--- config.mk ---
export PLATFORM = sky130hd
export DESIGN_NAME = sprite_line_collision_top
export DESIGN_NICKNAME = d
export VERILOG_FILES = /design/src/hw/rtl/slc_pkg.sv /design/src/hw/rtl/slc_mask.sv /design/src/hw/rtl/slc_line.sv /design/src/hw/rtl/sprite_line_collision_top.sv
export SDC_FILE = /design/constraint.sdc
export NUM_CORES = 1
export LEC_CHECK = 0
export ABC_CLOCK_PERIOD_IN_PS = 4620
export BUFFER_PORTS_ARGS = -buffer_cell sky130_fd_sc_hd__buf_2
export CAP_MARGIN = 20
export CORE_MARGIN = 4
export CORE_UTILIZATION = 63
export CTS_CLUSTER_SIZE = 20
export DETAILED_ROUTE_END_ITERATION = 12
export PLACE_DENSITY = 0.81
export SYNTH_ARGS = -nofsm -noshare
export SYNTH_HDL_FRONTEND = slang
export SYNTH_HIERARCHICAL = 1
export SYNTH_SLANG_ARGS = --single-unit
--- constraint.sdc ---
create_clock -name clk -period 4.62 [get_ports clk]
set_clock_uncertainty 0.05 [all_clocks]
set_input_delay 0.462 -clock clk [delete_from_list [all_inputs] [get_ports clk]]
set_output_delay 0.462 -clock clk [all_outputs]
set_load 0.03 [all_outputs]
--- src/hw/rtl/slc_pkg.sv ---
`timescale 1ns / 1ps

package slc_pkg;

	// Default line geometry and sprite limit.
	localparam int unsigned LINE_PIXELS_DEF      = 256;
	localparam int unsigned SPRITES_PER_LINE_DEF = 8;

	// Width of a sprite row footprint in zoom mode.
	localparam int unsigned COV_W = 16;

	// Item operation codes.
	typedef enum logic [1:0] {
		OP_NEW_LINE   = 2'd0,
		OP_SPRITE     = 2'd1,
		OP_READ_CLEAR = 2'd2,
		OP_NOP        = 2'd3
	} opcode_t;

	// Configuration register indexes.
	localparam logic [0:0] CFG_ZOOM  = 1'b0;
	localparam logic [0:0] CFG_SHIFT = 1'b1;

	typedef struct packed {
		logic [1:0] opcode;
		logic [7:0] sprite_x;
		logic [7:0] plane_a;
		logic [7:0] plane_b;
		logic [7:0] plane_c;
		logic [7:0] plane_d;
	} item_t;

	typedef struct packed {
		logic collision_flag;
		logic hit_now;
	} result_t;

	// Command from the pipeline control to the line state.
	typedef struct packed {
		logic    en;
		opcode_t op;
	} line_cmd_t;

endpackage

--- src/hw/rtl/slc_mask.sv ---
`timescale 1ns / 1ps

module slc_mask (
	input  logic [7:0]              plane_a,
	input  logic [7:0]              plane_b,
	input  logic [7:0]              plane_c,
	input  logic [7:0]              plane_d,
	input  logic                    zoom,
	output logic [slc_pkg::COV_W-1:0] cov
);
	import slc_pkg::*;

	logic [7:0] opaque;
	logic [7:0] rev;

	// A pixel is opaque when any plane has its bit set.
	assign opaque = plane_a | plane_b | plane_c | plane_d;

	// Reverse so that bit k is pixel k from the left, then double in zoom mode.
	always_comb begin
		cov = '0;
		for (int k = 0; k < 8; k++) begin
			rev[k] = opaque[7-k];
		end
		if (zoom) begin
			for (int k = 0; k < 8; k++) begin
				cov[2*k]   = rev[k];
				cov[2*k+1] = rev[k];
			end
		end else begin
			cov[7:0] = rev;
		end
	end

endmodule

--- src/hw/rtl/slc_line.sv ---
`timescale 1ns / 1ps

module slc_line #(
	parameter int unsigned LINE_PIXELS      = slc_pkg::LINE_PIXELS_DEF,
	parameter int unsigned SPRITES_PER_LINE = slc_pkg::SPRITES_PER_LINE_DEF
) (
	input  logic                      clk,
	input  logic                      arst_n,
	input  slc_pkg::line_cmd_t        cmd,
	input  logic [7:0]                sprite_x,
	input  logic [slc_pkg::COV_W-1:0] cov,
	input  logic                      shift_left_eight,
	output slc_pkg::result_t          res
);
	import slc_pkg::*;

	// The extended line starts eight pixels left of column zero and leaves
	// room for a full zoomed sprite past the right edge.
	localparam int unsigned EXT_W = LINE_PIXELS + 24;
	localparam int unsigned CNT_W = $clog2(SPRITES_PER_LINE + 1);

	logic [LINE_PIXELS-1:0] map_q;
	logic                   collided_q;
	logic [CNT_W-1:0]       count_q;

	logic [8:0]             shamt;
	logic [EXT_W-1:0]       placed_ext;
	logic [LINE_PIXELS-1:0] placed;
	logic                   take;
	logic                   hit;

	// Place the footprint on the extended line; clipping falls out of the slice.
	assign shamt      = {1'b0, sprite_x} + (shift_left_eight ? 9'd0 : 9'd8);
	assign placed_ext = EXT_W'(cov) << shamt;
	assign placed     = placed_ext[LINE_PIXELS+7:8];

	// A sprite row is evaluated only while the line is under its limit.
	assign take = cmd.en && (cmd.op == OP_SPRITE) && (count_q < CNT_W'(SPRITES_PER_LINE));
	assign hit  = take && ((map_q & placed) != '0);

	assign res.hit_now        = hit;
	assign res.collision_flag = collided_q | hit;

	// Coverage map, sprite count and sticky flag.
	always_ff @(posedge clk or negedge arst_n) begin
		if (!arst_n) begin
			map_q      <= '0;
			collided_q <= 1'b0;
			count_q    <= '0;
		end else if (cmd.en) begin
			unique case (cmd.op)
				OP_NEW_LINE: begin
					map_q   <= '0;
					count_q <= '0;
				end
				OP_SPRITE: begin
					if (take) begin
						map_q   <= map_q | placed;
						count_q <= count_q + CNT_W'(1);
						if (hit) begin
							collided_q <= 1'b1;
						end
					end
				end
				OP_READ_CLEAR: begin
					collided_q <= 1'b0;
				end
				default: begin
				end
			endcase
		end
	end

	a_new_line_clears_count: assert property (@(posedge clk) disable iff (!arst_n)
		cmd.en && cmd.op == OP_NEW_LINE |=> count_q == '0)
		else $error("sprite count not cleared by new line");

	a_read_clears_flag: assert property (@(posedge clk) disable iff (!arst_n)
		cmd.en && cmd.op == OP_READ_CLEAR |=> !collided_q)
		else $error("collision flag not cleared by read");

	a_hit_sets_flag: assert property (@(posedge clk) disable iff (!arst_n)
		hit |=> collided_q)
		else $error("hit did not set collision flag");

	a_count_limit: assert property (@(posedge clk) disable iff (!arst_n)
		count_q <= CNT_W'(SPRITES_PER_LINE))
		else $error("sprite count exceeds line limit");

endmodule

--- src/hw/rtl/sprite_line_collision_top.sv ---
`timescale 1ns / 1ps

// Sprite collision detector for one scanline. Each transfer on the item
// channel is a new-line command, a sprite row (x position and four plane
// bytes), a read-and-clear of the sticky collision flag or a no-op, and each
// gives exactly one result carrying the flag and whether this row hit
// covered pixels. The block takes one item per clock cycle while the result
// is not stalled; an item passes the input register, then the single
// evaluation stage that reads, tests and updates the whole coverage map at
// once, then the result register. A stalled result holds the evaluation
// stage and the input channel until it is taken. The user must write zoom
// and the eight-pixel left shift through the configuration channel only
// while no item is in flight; the block does not enforce this. Coverage
// and the sprite count need no clearing pass: reset clears them at once.
module sprite_line_collision_top #(
	parameter int unsigned LINE_PIXELS      = slc_pkg::LINE_PIXELS_DEF,
	parameter int unsigned SPRITES_PER_LINE = slc_pkg::SPRITES_PER_LINE_DEF
) (
	input  logic             clk,
	input  logic             arst_n,
	input  logic             item_valid,
	output logic             item_ready,
	input  slc_pkg::item_t   item,
	output logic             result_valid,
	input  logic             result_ready,
	output slc_pkg::result_t result,
	input  logic             cfg_valid,
	output logic             cfg_ready,
	input  logic [0:0]       cfg_index,
	input  logic             cfg_data
);
	import slc_pkg::*;

	logic                 zoom_q;
	logic                 shift_q;
	logic                 valid_s1;
	item_t                item_s1;
	logic                 valid_s2;
	result_t              result_s2;
	logic                 advance;
	line_cmd_t            cmd;
	logic [COV_W-1:0]     cov;
	result_t              res;

	// Configuration writes are always taken.
	assign cfg_ready = 1'b1;

	always_ff @(posedge clk or negedge arst_n) begin
		if (!arst_n) begin
			zoom_q  <= 1'b0;
			shift_q <= 1'b0;
		end else if (cfg_valid) begin
			unique case (cfg_index)
				CFG_ZOOM:  zoom_q  <= cfg_data;
				CFG_SHIFT: shift_q <= cfg_data;
				default: begin
				end
			endcase
		end
	end

	// The evaluation stage moves forward whenever the result register frees.
	assign advance    = valid_s1 && (!valid_s2 || result_ready);
	assign item_ready = !valid_s1 || advance;

	always_ff @(posedge clk or negedge arst_n) begin
		if (!arst_n) begin
			valid_s1 <= 1'b0;
		end else if (item_ready) begin
			valid_s1 <= item_valid;
		end
	end

	always_ff @(posedge clk) begin
		if (item_ready && item_valid) begin
			item_s1 <= item;
		end
	end

	// Row footprint from the plane bytes.
	slc_mask u_mask (
		.plane_a (item_s1.plane_a),
		.plane_b (item_s1.plane_b),
		.plane_c (item_s1.plane_c),
		.plane_d (item_s1.plane_d),
		.zoom    (zoom_q),
		.cov     (cov)
	);

	assign cmd.en = advance;
	assign cmd.op = opcode_t'(item_s1.opcode);

	// Coverage map merge and collision state.
	slc_line #(
		.LINE_PIXELS      (LINE_PIXELS),
		.SPRITES_PER_LINE (SPRITES_PER_LINE)
	) u_line (
		.clk              (clk),
		.arst_n           (arst_n),
		.cmd              (cmd),
		.sprite_x         (item_s1.sprite_x),
		.cov              (cov),
		.shift_left_eight (shift_q),
		.res              (res)
	);

	// Result register.
	always_ff @(posedge clk or negedge arst_n) begin
		if (!arst_n) begin
			valid_s2 <= 1'b0;
		end else if (advance) begin
			valid_s2 <= 1'b1;
		end else if (result_ready) begin
			valid_s2 <= 1'b0;
		end
	end

	always_ff @(posedge clk) begin
		if (advance) begin
			result_s2 <= res;
		end
	end

	assign result_valid = valid_s2;
	assign result       = result_s2;

	a_stall_holds_stage: assert property (@(posedge clk) disable iff (!arst_n)
		valid_s1 && valid_s2 && !result_ready |=> valid_s1 && $stable(item_s1))
		else $error("evaluation stage lost an item during a stall");

	a_advance_fills_result: assert property (@(posedge clk) disable iff (!arst_n)
		advance |=> valid_s2)
		else $error("advanced item did not reach the result register");

	a_no_accept_when_blocked: assert property (@(posedge clk) disable iff (!arst_n)
		valid_s1 && valid_s2 && !result_ready |-> !item_ready)
		else $error("item accepted while the pipeline is blocked");

endmodule
==> results by group <==
Floorplanning
  – Rows: 59
  – Die Y: roughly 170 um
  – Initial core utilization: 0.643
  – Core ar.: about 26000 um2
  – Die area: slightly below 30000 um2
  – Die X: around 170 um
  – I/O pins: 54

Critical path
  – Crit path buf inv count: 1
  – Critical R2R Launch: item_s1[23]
  – Startpoint Class: register
  – Req. time, crit path: about 4900 ps
  – Crit path cell chain: nor4_2 -> mux2i_1 -> mux2_4 -> mux4_2 -> a311o_1 -> buf_4 -> nand3_1 -> nand4b_1 -> nor4_1 -> nand4_1 -> nor4_2 -> o21bai_1
  – Worst reg-to-reg setup slack: 70 ps
  – Worst reg2reg endpoint: result[1]
  – CP arrival: around 4900 ps
  – Crit-path slowest cell: mux4_2
  – Crit path kind: reg2reg
  – Setup crit end kind: register
  – CP delay by family, top: simple AND/OR/NAND/NOR gates
  – Reg2Reg Depth: 12
  – Largest stage delay, worst path: ~580 ps
  – Most used cell, CP: nor4_2
  – CP max FO: 11

Clocking
  – Longest Clk Path Bufs: 3
  – # H-tree levels: 1
  – Clock-pin slew on the worst setup and hold paths: 60 ps
  – Post-CTS setup buffers: 0
  – Num CTS Buffers: 31
  – Clk_lat worst skew: 600 ps
  – CTS tree: built
  – CTS root buffer: clkbuf_16
  – Clk sink count: about 310

Synth
  – Post-synth top area cell: dfrtp_1
  – Synth Area in Compound Gates: 0.230
  – Post-Syn Area: about 17000 um2
  – Yosys reg bits: slightly above 300
  – Post-synth EDFFs: 44
  – Largest family of logic cells by synthesized area: compound AO/OA/AOI/OAI gates
  – Ys Warns: 6
  – Post-Synth XOR/XNOR Area: 0.00313
  – Synth area leaders: dfrtp_1 (39%), a21oi_1 (8.4%), edfxtp_1 (7.9%)
  – Net count after synthesis: between 1.5k and 2k
  – Synth unique cells: between 80 and 90
  – Avg Cell Area, Syn: 9.24 um2
  – Cells after Synth: around 1.8k
  – Most frequent cell after synthesis: nor2_1
  – Mux cell area share after synthesis: 0.0568
  – Simple-Gate Fraction of Synth Area: 0.194
  – Register area share after synthesis: 0.473
  – List of most frequent post-synthesis cells: nor2_1 (323), a21oi_1 (282), dfrtp_1 (265)
  – Share of Yosys cell area claimed by the top area cell type: 0.394
  – Synth Area in Adders: 0.00223
  – Ys flop type: dfrtp_1
  – Async set-reset flop share out of synthesis: 0.858

Route
  – Routed vias: between 15k and 20k
  – Vias/cell: between 7 and 8
  – Residual DRC: 0
  – DR WL/cell: a little over 30 um
  – Pre-Repair DR Iteration Count: 7
  – DR iter-0 viols: approximately 3.8k
  – Final wirelength: approximately 70 mm
  – Antenna-violating nets left: 0

Global route
  – Gr usage total: 0.469
  – Vias in the first global route: ~16k
  – Antenna violations before repair: 2
  – First-pass GRT wire length: around 100 mm
  – Largest net degree at the start of global routing: 138
  – GR Overflow Total: 0

Finish
  – Area growth syn-to-layout: 16.4%
  – Area of the multi-input gates: between 8000 and 9000 um2
  – # diodes: 0
  – Sequential Area: between 7000 and 8000 um2
  – # fillers: 1795
  – NumNets Final: around 2k
  – Fraction of layout cells with a size suffix above 1: 0.166
  – Final core utilization: 0.749

Hold path
  – Hold Path Depth: 1
  – Worst Hold Launch: item[12]
  – Tightest Hold Check Type: in2reg
  – Hold Path End: item_s1[12]

Job
  – Max Cap Violations: 0

Timing
  – Tcrit/Tclk final: 0.985
  – Fin Setup TNS: 0 ps
  – Fin crit period: around 4500 ps
  – Relative slew slack: 0.235
  – Setup ws final: slightly above 70 ps
  – WHS: -1.97 ps
  – FMAX: roughly 0.22 GHz
  – Worst-margin pin slew: between 1000 and 1500 ps
  – Slew Viols, Final: 0
  – Fin. Hold Viols: 1
  – # setup viols final: 0

Run status
  – Violated checks: hold timing
  – Outcome: finished with violations

Power and ir drop
  – Pleak: between 8 and 9 nW
  – PwrDens: around 420 nW/um2
  – Peak supply drop: roughly 540 uV

Placed design
  – Placer congestion estimate: ~1.1
  – Dpl ws: about 170 ps
  – Detailed Place HPWL: between 40 and 50 mm
  – I/O Buffers: 52
[worst reg2reg max path, delay by kind of cell, from the launching register on]
kind	cells	cell delay [ps]
AND/OR/NAND/NOR	6	1790
multiplexers	3	1190
AO/OA/AOI/OAI	2	640
flip-flops	1	420
buffers and inverters	1	240
[kinds of logic (layout without fill, tap and decap cells)]
kind of cell,Yosys count,count (layout)
flip-flops,309,309
AO/OA/AOI/OAI,595,595
buffers and inverters,158,304
other,1,1
AND/OR/NAND/NOR,674,674
adder cells (fa/ha/maj),3,3
multiplexers,74,74
XOR/XNOR,6,6
[routing by layer]
layer | part of all wire | GRT usage
met5 | 0.00019 | 0
met4 | 0.073 | 0.236
met3 | 0.16 | 0.148
met2 | 0.42 | 0.697
met1 | 0.35 | 0.626
[cell usage in the layout, fill, tap and decap left out, types with 16 or more instances in the layout]
| cell type | netlist | routed |
|---|---|---|
| nor3_1 | 22 | 20 |
| a31oi_1 | 22 | 21 |
| a22o_1 | 40 | 40 |
| mux2_2 | 19 | 19 |
| clkbuf_16 | 0 | 32 |
| buf_4 | 7 | 132 |
| dlygate4sd3_1 | 0 | 38 |
| nand3_1 | 56 | 56 |
| nor2b_1 | 23 | 20 |
| a222oi_1 | 16 | 16 |
| and3_1 | 29 | 29 |
| mux2i_1 | 34 | 32 |
| buf_2 | 12 | 51 |
| o22ai_1 | 38 | 38 |
| a32oi_1 | 23 | 23 |
| nand2_1 | 83 | 83 |
| edfxtp_1 | 44 | 44 |
| o21ai_0 | 23 | 23 |
| dfrtp_1 | 265 | 265 |
| nor2_1 | 323 | 321 |
| nand4_1 | 29 | 29 |
| a22oi_1 | 30 | 30 |
| a21oi_1 | 282 | 282 |
[registers in the layout, summed over array words and instances (netlist names)]
register,cells
result_valid,1
zoom_q,1
u_line/map_q,256
u_line/count_q,4
shift_q,1
cmd,2
result,2
valid_s1,1
u_line/collided_q,1
item_s1,40
[cell type report]
cell class                 count  share of cell area
clock buffer                  41              0.0457
clock inverter                17             0.00965
inverter                      16             0.00307
multi-input combinational   1353               0.422
sequential                   309               0.406
tap                          335              0.0214
timing repair buffer         230              0.0920
[metrics by stage]
stage / instance area (um2) / total power (W) / cells / hold slack (ps)
after global routing: 19600 / 0.00844 / 2301 / 2.19
final: 19600 / 0.00824 / 2301 / -1.97
after floorplan: 16800 / 0.00451 / 1820 / 116
after detailed placement: 18000 / 0.00539 / 2204 / 380
after global placement: 18000 / 0.00534 / 2204 / 380
after CTS: 19500 / 0.00807 / 2297 / 0.193
[timing repair]
action,4_1_cts,5_1_grt
hold endpoints to repair,99,3
resized for setup,0,11
hold buffers,35,3
endpoints found under the setup margin,0,3
[worst max path at each step]
stage | cells after the start | startpoint | endpoint
3_5_place_dp | 12 | shift_q | result[1]
2_1_floorplan | 15 | item_s1[35] | result[0]
5_1_grt | 13 | item_s1[23] | u_line/collided_q
6_report | 12 | item_s1[23] | result[1]
3_3_place_gp | 12 | item_s1[16] | result[1]
4_1_cts | 13 | zoom_q | result[1]
[power by group]
group	internal [W]	total (W)	leakage, nW	switching (W)
sequential	0.00310	0.00336	4.04	0.000255
clock	0.00154	0.00268	0.538	0.00115
combinational	0.000741	0.00220	4.24	0.00146
(Power assumes the default switching activity.)
